--- config.mk ---
export PLATFORM = sky130hd
export DESIGN_NAME = frame_slice_esc_pwm_mapper_core
export DESIGN_NICKNAME = d
export VERILOG_FILES = /design/src/hdl/fspm_pkg.sv /design/src/hdl/fspm_cell.sv /design/src/hdl/fspm_level.sv /design/src/hdl/frame_slice_esc_pwm_mapper_core.sv
export SDC_FILE = /design/constraint.sdc
export NUM_CORES = 1
export LEC_CHECK = 0
export BUFFER_PORTS_ARGS = -buffer_cell sky130_fd_sc_hd__buf_2
export CAP_MARGIN = 20
export CORE_AREA = 2 2 177 265
export DETAILED_ROUTE_END_ITERATION = 12
export DIE_AREA = 0 0 179 267
export PLACE_DENSITY = 0.54
export RECOVER_POWER = 50
export SLEW_MARGIN = 15
export SYNTH_ARGS = -nofsm -noshare
export SYNTH_HDL_FRONTEND = slang
export SYNTH_HIERARCHICAL = 1
export SYNTH_SLANG_ARGS = --single-unit
--- constraint.sdc ---
create_clock -name clk -period 8.93 [get_ports clk]
set_clock_uncertainty 0.15 [all_clocks]
set_input_delay 0.4465 -clock clk [delete_from_list [all_inputs] [get_ports clk]]
set_output_delay 0.4465 -clock clk [all_outputs]
set_load 0.02 [all_outputs]
--- src/hdl/fspm_pkg.sv ---
// Shared types and constants for the frame slice ESC PWM mapper.
package fspm_pkg;

  // Input item kinds; the fourth code is ignored
  typedef enum logic [1:0] {
    OP_BYTE = 2'd0,
    OP_SYNC = 2'd1,
    OP_TICK = 2'd2
  } opcode_t;

  // Register word indexes on the APB port
  typedef enum logic [1:0] {
    REG_BOARD_SLOT = 2'd0,
    REG_TIMEOUT    = 2'd1,
    REG_LED_DIV    = 2'd2
  } reg_index_t;

  // Result sequencer states
  typedef enum logic [1:0] {
    ST_IDLE,
    ST_ISSUE,
    ST_WAIT,
    ST_OUT
  } emit_state_t;

  // Per-cycle control broadcast to every slot cell
  typedef struct packed {
    logic wr_en;
    logic shift;
  } cell_ctl_t;

  // Register resets
  localparam logic [2:0]  BOARD_SLOT_RST = 3'd0;
  localparam logic [23:0] TIMEOUT_RST    = 24'd200000;
  localparam logic [7:0]  LED_DIV_RST    = 8'd20;

  // Pulse mapping, all in microseconds
  localparam logic [10:0] PULSE_ZERO = 11'd1000;
  localparam logic [10:0] PULSE_BASE = 11'd1200;
  localparam logic [10:0] PULSE_MIN  = 11'd1000;
  localparam logic [10:0] PULSE_MAX  = 11'd2000;
  localparam logic [9:0]  PULSE_SPAN = 10'd800;

  // floor(x/255) = ((x+1) * 65793) >> 24 for x below 2^24
  localparam logic [16:0] RECIP_255   = 17'd65793;
  localparam int          RECIP_SHIFT = 24;

  // level = (pulse * 75) >> 5, i.e. pulse * 2.34375
  localparam logic [6:0] LEVEL_MUL   = 7'd75;
  localparam int         LEVEL_SHIFT = 5;

  localparam logic [24:0] TICK_MAX = 25'h1FFFFFF;

endpackage

--- src/hdl/fspm_cell.sv ---
// One motor slot: holds a stored frame byte and passes it along the ring.
module fspm_cell #(
  parameter int IDX = 0,
  parameter int MW  = 3
) (
  input  logic              clk,
  input  logic              rst,
  input  fspm_pkg::cell_ctl_t ctl,
  input  logic [MW-1:0]     wr_sel,
  input  logic [7:0]        wr_data,
  input  logic [7:0]        shift_in,
  output logic [7:0]        value
);
  import fspm_pkg::*;

  logic [7:0] slot_byte;

  // Byte capture when addressed, rotation during result runs
  always_ff @(posedge clk) begin
    if (rst) begin
      slot_byte <= 8'd0;
    end else if (ctl.wr_en && (wr_sel == MW'(IDX))) begin
      slot_byte <= wr_data;
    end else if (ctl.shift) begin
      slot_byte <= shift_in;
    end
  end

  assign value = slot_byte;

endmodule

--- src/hdl/fspm_level.sv ---
// Three-stage pipeline mapping a stored byte to a PWM compare level.
module fspm_level (
  input  logic        clk,
  input  logic        rst,
  input  logic        in_valid,
  input  logic [7:0]  in_byte,
  output logic        lvl_valid,
  output logic [12:0] lvl
);
  import fspm_pkg::*;

  logic        v1, v2, v3;
  logic        zero1;
  logic [17:0] scaled1;
  logic [10:0] pulse2;
  logic [12:0] level3;

  logic [34:0] recip_prod;
  logic [9:0]  quot;
  logic [10:0] pulse_raw;
  logic [10:0] pulse_clamp;
  logic [17:0] level_prod;

  // Stage 1: v*800 + 1, ready for the reciprocal multiply
  always_ff @(posedge clk) begin
    scaled1 <= 18'(in_byte) * 18'(PULSE_SPAN) + 18'd1;
    zero1   <= (in_byte == 8'd0);
  end

  // Stage 2: divide by 255, offset and clamp
  always_comb begin
    recip_prod = 35'(scaled1) * 35'(RECIP_255);
    quot       = recip_prod[RECIP_SHIFT +: 10];
    pulse_raw  = zero1 ? PULSE_ZERO : PULSE_BASE + 11'(quot);
    if (pulse_raw < PULSE_MIN) begin
      pulse_clamp = PULSE_MIN;
    end else if (pulse_raw > PULSE_MAX) begin
      pulse_clamp = PULSE_MAX;
    end else begin
      pulse_clamp = pulse_raw;
    end
  end

  always_ff @(posedge clk) begin
    pulse2 <= pulse_clamp;
  end

  // Stage 3: fixed-point scale to the compare level
  assign level_prod = 18'(pulse2) * 18'(LEVEL_MUL);

  always_ff @(posedge clk) begin
    level3 <= level_prod[LEVEL_SHIFT +: 13];
  end

  // Valid travels alongside the data
  always_ff @(posedge clk) begin
    if (rst) begin
      v1 <= 1'b0;
      v2 <= 1'b0;
      v3 <= 1'b0;
    end else begin
      v1 <= in_valid;
      v2 <= v1;
      v3 <= v2;
    end
  end

  assign lvl_valid = v3;
  assign lvl       = level3;

endmodule

--- src/hdl/frame_slice_esc_pwm_mapper_core.sv ---
// Top level: frame slice ESC PWM mapper with APB registers and result sequencer.
//
// Frame bytes and microsecond ticks are taken one per cycle. A sync, or a
// tick that crosses the timeout, starts a run of MOTORS_PER_BOARD results;
// no input is taken until the last result of the run has been transferred.
// Each result is made in turn: the head slot is issued into the three-stage
// level pipeline, its level is loaded into the output register, and it is
// held there through any output stall. The motor slots form a ring of cells
// that rotates one place per transferred result and is back in order when
// the run ends. The led_on output is the current LED state, already updated
// by the sync that started the run.
module frame_slice_esc_pwm_mapper_core #(
  parameter int MOTORS_PER_BOARD = 8,
  parameter int FRAME_LENGTH     = 64
) (
  input  logic        clk,
  input  logic        rst,
  // APB configuration port
  input  logic        psel,
  input  logic        penable,
  input  logic        pwrite,
  input  logic [3:0]  paddr,
  input  logic [31:0] pwdata,
  output logic [31:0] prdata,
  output logic        pready,
  // Input channel
  input  logic        in_valid,
  output logic        in_ready,
  input  logic [1:0]  opcode,
  input  logic [7:0]  frame_byte,
  // Result channel
  output logic        out_valid,
  input  logic        out_ready,
  output logic [2:0]  motor_number,
  output logic [12:0] pwm_level,
  output logic        last_motor,
  output logic        led_on
);
  import fspm_pkg::*;

  localparam int MW = (MOTORS_PER_BOARD > 1) ? $clog2(MOTORS_PER_BOARD) : 1;
  localparam int PW = $clog2(FRAME_LENGTH + 1);
  localparam int CW = ((PW > 3 + MW) ? PW : 3 + MW) + 1;

  // Configuration registers
  logic [2:0]  board_slot;
  logic [23:0] timeout_ticks;
  logic [7:0]  led_sync_divide;

  // Block state
  logic [PW-1:0] frame_position;
  logic [24:0]   ticks_since_sync;
  logic          timed_out;
  logic [7:0]    sync_count;
  logic          led_state;

  // Sequencer
  emit_state_t   state, state_next;
  logic [MW-1:0] mot;
  logic          zero_run;
  logic [2:0]    motor_q;
  logic [12:0]   level_q;
  logic          last_q;

  logic          in_xfer, out_xfer, cfg_wr;
  logic          is_byte, is_sync, is_tick;
  logic          trip;
  logic          start_run;
  logic          pipe_issue, load_out, run_last;
  logic [24:0]   tick_inc;
  logic [7:0]    sync_inc;
  logic [CW-1:0] pos_w, win_start;
  logic          in_win;
  logic [MW-1:0] wr_sel;
  cell_ctl_t     cell_ctl;
  logic [7:0]    slot_val [MOTORS_PER_BOARD];
  logic          lvl_valid;
  logic [12:0]   lvl;

  // APB register file
  assign pready = 1'b1;
  assign cfg_wr = psel && penable && pwrite && pready;

  always_ff @(posedge clk) begin
    if (rst) begin
      board_slot      <= BOARD_SLOT_RST;
      timeout_ticks   <= TIMEOUT_RST;
      led_sync_divide <= LED_DIV_RST;
    end else if (cfg_wr) begin
      case (reg_index_t'(paddr[3:2]))
        REG_BOARD_SLOT: board_slot      <= pwdata[2:0];
        REG_TIMEOUT:    timeout_ticks   <= pwdata[23:0];
        REG_LED_DIV:    led_sync_divide <= pwdata[7:0];
        default: ;
      endcase
    end
  end

  always_comb begin
    case (reg_index_t'(paddr[3:2]))
      REG_BOARD_SLOT: prdata = {29'd0, board_slot};
      REG_TIMEOUT:    prdata = {8'd0, timeout_ticks};
      REG_LED_DIV:    prdata = {24'd0, led_sync_divide};
      default:        prdata = 32'd0;
    endcase
  end

  // Input decode
  assign in_ready = (state == ST_IDLE);
  assign in_xfer  = in_valid && in_ready;
  assign is_byte  = in_xfer && (opcode_t'(opcode) == OP_BYTE);
  assign is_sync  = in_xfer && (opcode_t'(opcode) == OP_SYNC);
  assign is_tick  = in_xfer && (opcode_t'(opcode) == OP_TICK);

  // Window check for the byte position
  assign pos_w     = CW'(frame_position);
  assign win_start = CW'(board_slot) * CW'(MOTORS_PER_BOARD);
  assign in_win    = (pos_w >= win_start) &&
                     (pos_w < win_start + CW'(MOTORS_PER_BOARD));
  assign wr_sel    = MW'(pos_w - win_start);

  // Frame position, saturating at the frame length
  always_ff @(posedge clk) begin
    if (rst) begin
      frame_position <= '0;
    end else if (is_sync) begin
      frame_position <= '0;
    end else if (is_byte && (frame_position < PW'(FRAME_LENGTH))) begin
      frame_position <= frame_position + PW'(1);
    end
  end

  // Watchdog
  assign tick_inc = (ticks_since_sync == TICK_MAX) ? ticks_since_sync
                                                   : ticks_since_sync + 25'd1;
  assign trip     = is_tick && !timed_out && (tick_inc > {1'b0, timeout_ticks});

  always_ff @(posedge clk) begin
    if (rst) begin
      ticks_since_sync <= '0;
      timed_out        <= 1'b0;
    end else if (is_sync) begin
      ticks_since_sync <= '0;
      timed_out        <= 1'b0;
    end else if (is_tick) begin
      ticks_since_sync <= tick_inc;
      if (trip) begin
        timed_out <= 1'b1;
      end
    end
  end

  // LED divider
  assign sync_inc = sync_count + 8'd1;

  always_ff @(posedge clk) begin
    if (rst) begin
      sync_count <= '0;
      led_state  <= 1'b1;
    end else if (is_sync) begin
      if (sync_inc >= led_sync_divide) begin
        sync_count <= '0;
        led_state  <= !led_state;
      end else begin
        sync_count <= sync_inc;
      end
    end
  end

  // Ring of motor slot cells; cell 0 is the head
  assign cell_ctl.wr_en = is_byte && in_win;
  assign cell_ctl.shift = out_xfer;

  for (genvar k = 0; k < MOTORS_PER_BOARD; k++) begin : g_cell
    localparam int NXT = (k == MOTORS_PER_BOARD - 1) ? 0 : k + 1;
    fspm_cell #(
      .IDX (k),
      .MW  (MW)
    ) u_cell (
      .clk      (clk),
      .rst      (rst),
      .ctl      (cell_ctl),
      .wr_sel   (wr_sel),
      .wr_data  (frame_byte),
      .shift_in (slot_val[NXT]),
      .value    (slot_val[k])
    );
  end

  // Level mapping pipeline fed from the head cell
  fspm_level u_level (
    .clk       (clk),
    .rst       (rst),
    .in_valid  (pipe_issue),
    .in_byte   (slot_val[0]),
    .lvl_valid (lvl_valid),
    .lvl       (lvl)
  );

  // Result sequencer
  assign start_run = is_sync || trip;
  assign out_valid = (state == ST_OUT);
  assign out_xfer  = out_valid && out_ready;
  assign run_last  = (mot == MW'(MOTORS_PER_BOARD - 1));

  always_ff @(posedge clk) begin
    if (rst) begin
      state <= ST_IDLE;
    end else begin
      state <= state_next;
    end
  end

  always_comb begin
    state_next = state;
    pipe_issue = 1'b0;
    load_out   = 1'b0;
    case (state)
      ST_IDLE: begin
        if (start_run) begin
          state_next = ST_ISSUE;
        end
      end
      ST_ISSUE: begin
        pipe_issue = 1'b1;
        state_next = ST_WAIT;
      end
      ST_WAIT: begin
        if (lvl_valid) begin
          load_out   = 1'b1;
          state_next = ST_OUT;
        end
      end
      ST_OUT: begin
        if (out_ready) begin
          state_next = run_last ? ST_IDLE : ST_ISSUE;
        end
      end
      default: state_next = ST_IDLE;
    endcase
  end

  // Motor counter and run kind
  always_ff @(posedge clk) begin
    if (rst) begin
      mot      <= '0;
      zero_run <= 1'b0;
    end else if (start_run) begin
      mot      <= '0;
      zero_run <= trip;
    end else if (out_xfer && !run_last) begin
      mot <= mot + MW'(1);
    end
  end

  // Output register
  always_ff @(posedge clk) begin
    if (load_out) begin
      motor_q <= 3'(mot);
      level_q <= zero_run ? 13'd0 : lvl;
      last_q  <= run_last;
    end
  end

  assign motor_number = motor_q;
  assign pwm_level    = level_q;
  assign last_motor   = last_q;
  assign led_on       = led_state;

  // Checks
  a_no_input_during_run: assert property (@(posedge clk) disable iff (rst)
    in_ready |-> !out_valid)
    else $error("input taken while a result is pending");

  a_sync_starts_run: assert property (@(posedge clk) disable iff (rst)
    is_sync |=> (state == ST_ISSUE))
    else $error("sync did not start a result run");

  a_last_ends_run: assert property (@(posedge clk) disable iff (rst)
    (out_xfer && last_motor) |=> in_ready)
    else $error("run did not end after the last motor");

  a_zero_run_level: assert property (@(posedge clk) disable iff (rst)
    (out_valid && zero_run) |-> (pwm_level == 13'd0))
    else $error("nonzero level in a timeout run");

endmodule
* Word-level counts from Yosys, hierarchy flattened
Cells that the tools add are included.
** Word-level totals
- Logic and storage cells :: 143
- Bits in registers :: 210
- Output and inout port bits :: 53
** Cells by class
- $add $sub $neg :: 8
- Magnitude comparators :: 7
- Mux-type cells :: 29
- Multipliers :: 3
- Reduce and logical (&&, ||, !) cells :: 47
- Equality and inequality tests :: 19
** Operator list (count)
- 8-bit 2-to-1 mux :: 17
- 24-bit one-hot mux with 3 select lines :: 1
- 18-bit by 17-bit multiplier with 34-bit output (second input constant) :: 1
- 25-bit by 1-bit adder with 25-bit output (second input constant) :: 1
- 25-bit == test (second input constant) :: 1
- 25-bit by 24-bit > comparator with 1-bit output :: 1
- 25-bit 2-to-1 mux :: 1
- 11-bit 2-to-1 mux :: 2
- 1-bit logical AND :: 21
- 18-bit by 1-bit adder with 18-bit output (second input constant) :: 1
- 11-bit by 7-bit multiplier with 18-bit output (second input constant) :: 1
- 2-bit nonzero test :: 8
- 3-bit == test (second input constant) :: 5
- 8-bit by 5-bit multiplier with 13-bit output (second input constant) :: 1
- 11-bit by 10-bit adder with 11-bit output (first input constant) :: 1
- 11-bit > comparator (second input constant) :: 1
- 11-bit by 10-bit less-than comparator with 1-bit output (second input constant) :: 1
- 2-bit AND reduction :: 5
- 8-bit by 1-bit adder with 8-bit output (second input constant) :: 1
- 2-bit == test (second input constant) :: 4
- 8-bit >= comparator :: 1
- 8-bit logical NOT :: 1
- 2-bit one-hot mux with 4 select lines :: 1
- 6-bit by 4-bit adder with 7-bit output (second input constant) :: 1
- 18 further kinds :: 34

* Depth between registers and ports, before layout
- Depth after elaboration :: 8
- Gate-level depth with buffers :: 18

* Cells and area by module
The synthesis kept the hierarchy.
** By module, submodules not included
- frame_slice_esc_pwm_mapper_core :: sequential area each 2172.1 um2, area an instance 5885.6 um2, times used 1, cells an instance 696
- fspm_level :: sequential area each 820.8 um2, area an instance 4271.6 um2, times used 1, cells an instance 449
- fspm_cell (g_cell[1].u_cell ...) :: sequential area each 160.2 um2, area an instance 426.7 um2, times used 3, cells an instance 37
- fspm_cell (g_cell[3].u_cell ...) :: sequential area each 160.2 um2, area an instance 416.6 um2, times used 3, cells an instance 36
- fspm_cell (g_cell[7].u_cell) :: sequential area each 160.2 um2, area an instance 414.1 um2, times used 1, cells an instance 36
- fspm_cell (g_cell[0].u_cell) :: sequential area each 160.2 um2, area an instance 404.1 um2, times used 1, cells an instance 37

* Worst setup path after synthesis
No wires, ideal clock.
- Path type :: reg2reg
- From :: register u_level.scaled1[8]
- To :: register u_level.pulse2[0]
- Setup slack :: 4.690 ns
- Buffers on the path :: 0
- Data arrival time :: 3.960 ns
- Setup time :: 0.129 ns
- Stages on the path, launching flop included :: 18
- Path through :: dfxtp_1 inv_1 ha_1 inv_1 ha_1 and3_1 ha_1 ha_1 inv_1 nor4b_1 o41ai_1 a211oi_1 inv_1 ha_1 xnor3_1 or2_2 a221oi_2 nor4_1
** Between the ends
- Longest elaborated chain between the ends :: 5
** Ends and longest elaborated chain
- start: declaration :: RTL line fspm_level.sv:14 : logic [17:0] scaled1;
- start signal: assignment :: RTL line fspm_level.sv:26 : scaled1 <= 18'(in_byte) * 18'(PULSE_SPAN) + 18'd1;
- 18-bit by 17-bit multiplier with 34-bit output * :: RTL line fspm_level.sv:32 : recip_prod = 35'(scaled1) * 35'(RECIP_255);
- 11-bit by 10-bit adder with 11-bit output * :: RTL line fspm_level.sv:34 : pulse_raw = zero1 ? PULSE_ZERO : PULSE_BASE + 11'(quot);
- 11-bit 2-to-1 mux * :: RTL line fspm_level.sv:34
- 11-bit > comparator / 11-bit by 10-bit less-than comparator with 1-bit output (equally long branches) :: RTL line fspm_level.sv:37, fspm_level.sv:35
- 2-bit OR reduction (no line)
- end signal: assignment :: RTL line fspm_level.sv:45 : pulse2 <= pulse_clamp;
- end: declaration :: RTL line fspm_level.sv:15 : logic [10:0] pulse2;
Mark *: on every way between the ends. The rest lies on a longest branch, timed or not.
A chain may end at the register's enable or synchronous reset.

==> Implementation_results.wiki <==
{| class="wikitable"
! Metric !! Value
|-
| Run status || finished, violations left
|-
| Violations in the final reports || max-capacitance violations, max-slew violations
|-
| Overflow after GRT || 0
|-
| Clock root buffer || sky130_fd_sc_hd__clkbuf_16
|-
| Switching power || 1.44 mW
|-
| Arrival time of the worst setup path || 6.60 ns
|-
| Die width || 179 um
|-
| Resize count post-CTS || 0
|-
| Startpoint type of the worst setup path || input port
|-
| Post-synthesis cell count || 1437
|-
| Routed wire length || 29.6 mm
|-
| Cell mode on critical path || sky130_fd_sc_hd__clkbuf_1
|-
| Syn Std Cell Area || 13500 um^2
|-
| Placement row count || 96
|-
| Cell count of the worst reg-to-reg path || 17
|-
| TritonCTS clock tree || done
|-
| Clock-pin slew on the worst setup and hold paths || 0.06 ns
|-
| Maximum Capacitance Violations || 3
|-
| Net Sw Frac || 36.8%
|-
| Post-layout instance area || 15200 um^2
|-
| Setup violation total in the final timing report || 0
|-
| Routability congestion estimate from global placement || 0.850
|-
| Final Util || 33.4%
|-
| Via count of the first global-routing pass || 10000
|-
| Top Ports || 106
|-
| Slowest cell delay on critical path || 2.60 ns
|-
| Initial antenna violation count || 2
|-
| Maximum clock path buffer count || 3
|-
| Post-CTS Hold Buffers || 10
|-
| Routed vias || 10000
|-
| Class of the worst hold path || in2reg
|-
| Sequential fraction of design power || 29.1%
|-
| 1st-pass router iterations || 4
|-
| Levels on crit path || 6
|-
| Highest attainable clock frequency || 157 MHz
|-
| Proportion of register bits with asynchronous set or reset after synthesis || 0%
|-
| Yosys warning count || 6
|-
| Number of clock buffers inserted by TritonCTS || 25
|-
| Global-route total usage across every layer || 12.3%
|-
| Final period utilization || 71.4%
|-
| P per Cell Area || 257 nW/um^2
|-
| Die Ht || 267 um
|-
| Count of antenna diodes in the layout || 0
|-
| Setup fix buffers added after clock tree synthesis || 0
|-
| Static Leak || 6.40 nW
|-
| Shortest clock period the worst path allows after layout || 6.37 ns
|-
| Final Hold Vio Count || 0
|-
| DR iter-0 viols || 401
|-
| Starting density of the core || 29.7%
|-
| Routed wirelength normalized by instance count || 14.0 um
|-
| Number of clock sinks || 205
|-
| Actual slew at the worst max-slew pin || 3.75 ns
|-
| Flop and latch count out of synthesis || 205
|-
| Placed cell areas || 14300 um^2
|-
| Setup total negative slack || 0 ns
|-
| Number of buffer and inverter instances along the worst setup path || 3
|-
| Category of the most critical setup path || in2reg
|-
| Cell chain of the critical path || clkbuf_1 > clkbuf_1 > nor2b_1 > buf_6 > nand2_1 > o31ai_1
|-
| Total die area || 47800 um^2
|-
| Number of port buffers || 86
|-
| Unique cell type count in the Yosys netlist || 79
|-
| Combinational share of power || 46.2%
|-
| Placeable core region || 45500 um^2
|-
| Worst setup slack after layout || 2.56 ns
|-
| Final number of max-transition violations || 150
|-
| Worst slack at placement || 4.07 ns
|-
| Part of the power in the clock network || 24.6%
|-
| Average instance area after synthesis || 9.40 um^2
|-
| Dominant register cell in the synthesized netlist || sky130_fd_sc_hd__dfxtp_1
|-
| Number of DRC violations after detailed routing || 0
|-
| RSZ-0062 raised after global routing || false
|-
| Fraction of layout cells with a size suffix above 1 || 13.5%
|-
| Detail Placement HPWL || 22.0 mm
|-
| Clock Latency Late Sink || 0.54 ns
|-
| Critical Path Fanout Max || 56
|-
| Part of the Yosys area used for sequential elements || 31.6%
|-
| Cell with the largest stage delay on the worst path || sky130_fd_sc_hd__clkbuf_1
|-
| Depth of the CTS H-tree || 1
|-
| Worst hold path stage count || 3
|-
| Via count normalized by instance count || 4.74
|-
| Worst slew margin || -150%
|-
| Worst setup EP type || flop
|-
| Family with the most delay on the worst path || buffers and inverters
|-
| Largest voltage drop on the vdd net || 0.199 mV
|-
| Post-detailed-route count of antenna-violating nets || 0
|-
| Wire length of the first global-routing pass || 48.1 mm
|-
| Required time at the endpoint of the critical path || 9.15 ns
|-
| Maximum number of pins on one net before global-route repair || 65
|-
| Synth-to-layout area growth || 12.5%
|-
| Design internal power || 2.47 mW
|-
| Post-layout net count || 1742
|-
| Number of flops mapped to enable cells by yosys || 17
|-
| Filler instances || 4676
|}
[layout make-up]
cell class	instances	area (um^2)	share of cell area, %
Clock buffer	35	683	4.50
Tap cell	588	736	4.84
Multi-Input combinational cell	1041	8340	54.9
Clock inverter	11	90.1	0.593
Timing Repair Buffer	109	597	3.93
Inverter	126	473	3.11
Sequential cell	205	4270	28.1
[cell families after synthesis]
group / Yosys count / synth area share, %
DFF: 205 / 31.6
buffers and inverters: 198 / 6.84
adders and majority gates: 181 / 17.6
xor gates and xnor gates: 77 / 5.26
other: 2 / 0.0556
muxes: 84 / 6.23
AOI/OAI and AO/OA: 248 / 15.3
and+or+nand+nor: 442 / 17.0
[synthesized netlist by cell type, types with 9 or more instances]
library cell	instances	area share, %
sky130_fd_sc_hd__dfxtp_1	188	28
sky130_fd_sc_hd__xor2_1	34	2.2
sky130_fd_sc_hd__mux2i_1	83	6.2
sky130_fd_sc_hd__nand3_1	32	1.2
sky130_fd_sc_hd__a21oi_1	57	2.1
sky130_fd_sc_hd__a211oi_2	66	6.1
sky130_fd_sc_hd__edfxtp_1	17	3.8
sky130_fd_sc_hd__clkbuf_1	29	0.81
sky130_fd_sc_hd__nand2_1	98	2.7
sky130_fd_sc_hd__fa_1	15	2.2
sky130_fd_sc_hd__o21ai_0	24	0.89
sky130_fd_sc_hd__ha_1	166	15
sky130_fd_sc_hd__a21o_1	14	0.78
sky130_fd_sc_hd__o211ai_1	9	0.50
sky130_fd_sc_hd__buf_4	13	0.72
sky130_fd_sc_hd__inv_1	126	3.5
sky130_fd_sc_hd__nor2_1	134	3.7
sky130_fd_sc_hd__nor3_1	19	0.70
sky130_fd_sc_hd__buf_1	11	0.31
sky130_fd_sc_hd__a211o_1	9	0.58
sky130_fd_sc_hd__nor4_1	10	0.46
sky130_fd_sc_hd__o31ai_1	12	0.67
sky130_fd_sc_hd__xnor2_1	40	2.6
sky130_fd_sc_hd__nand4_1	21	0.97
sky130_fd_sc_hd__and2_1	26	1.2
sky130_fd_sc_hd__nor2b_1	26	1.2
sky130_fd_sc_hd__buf_6	10	0.83
sky130_fd_sc_hd__and3_1	11	0.51
[routing by layer]
| layer | part of all wire [%] | track usage (%) | vias to the layer above |
|---|---|---|---|
| met4 | 2.2 | 3.85 | 4 |
| met3 | 3.6 | 2.04 | 43 |
| li1 | - | - | 5162 |
| met5 | 0.074 | 0 | - |
| met2 | 53 | 23.4 | 115 |
| met1 | 42 | 13.6 | 4708 |
[sequential cells by signal, indices dropped and copies added, names as in the netlist]
signal,cells
zero_run,1
motor_number,3
state,2
led_sync_divide,8
led_on,1
u_level/zero1,1
u_level/v2,1
timeout_ticks,24
timed_out,1
pwm_level,13
frame_position,7
last_motor,1
mot,3
board_slot,3
g_cell.u_cell/value,64
u_level/lvl_valid,1
u_level/pulse2,11
u_level/v1,1
sync_count,8
ticks_since_sync,25
u_level/lvl,13
u_level/scaled1,13
[worst min-delay path, cell delays in order]
cell	delay (ns)
sky130_fd_sc_hd__buf_2	0.10
sky130_fd_sc_hd__nand2_1	0.05
sky130_fd_sc_hd__a21oi_1	0.05
[power groups by stage]
stage	Combinational, mW	Sequential (mW)	Clock (mW)
after global placement	1.78	1.16	0
after detailed placement	1.81	1.16	0
after global routing	2.12	1.15	1.03
final	1.80	1.14	0.962
after floorplan	1.50	1.12	0
after CTS	1.84	1.14	0.997
[layout by cell type, fill, tap and decap left out, drive strengths merged, types with 26 or more instances in the layout]
| cell | netlist | final |
|---|---|---|
| nor2 | 140 | 140 |
| inv | 126 | 129 |
| nand3 | 34 | 34 |
| ha | 166 | 166 |
| xor2 | 35 | 35 |
| nor2b | 26 | 26 |
| buf | 43 | 65 |
| a211oi | 73 | 73 |
| a21oi | 57 | 57 |
| nand2 | 98 | 98 |
| xnor2 | 40 | 40 |
| dfxtp | 188 | 188 |
| clkbuf | 29 | 69 |
| and2 | 26 | 26 |
| mux2i | 83 | 83 |
[path summary, 6_finish.rpt]
check / slack [ns] / to / start
max: 2.56 / sync_count[3]$_SDFFE_PP0P_ / rst
max reg2reg: 4.06 / u_level/pulse2[0]$_SDFF_PP0_ / u_level/scaled1[8]$_DFF_P_
min: 0.02 / timeout_ticks[22]$_SDFFE_PP0P_ / pwdata[22]
min reg2reg: 0.28 / u_level/v2$_SDFF_PP0_ / u_level/v1$_SDFF_PP0_
[stage by stage]
step,hold WS [ns],power [mW],std cells
6_report,0.0250,3.90,2115
5_1_grt,0.0227,4.30,2115
4_1_cts,0.00381,3.98,2112
3_5_place_dp,0.272,2.98,2056
3_3_place_gp,0.266,2.94,2055
2_1_floorplan,0.243,2.63,1444
No activity file was read; power rests on OpenSTA's default activity.
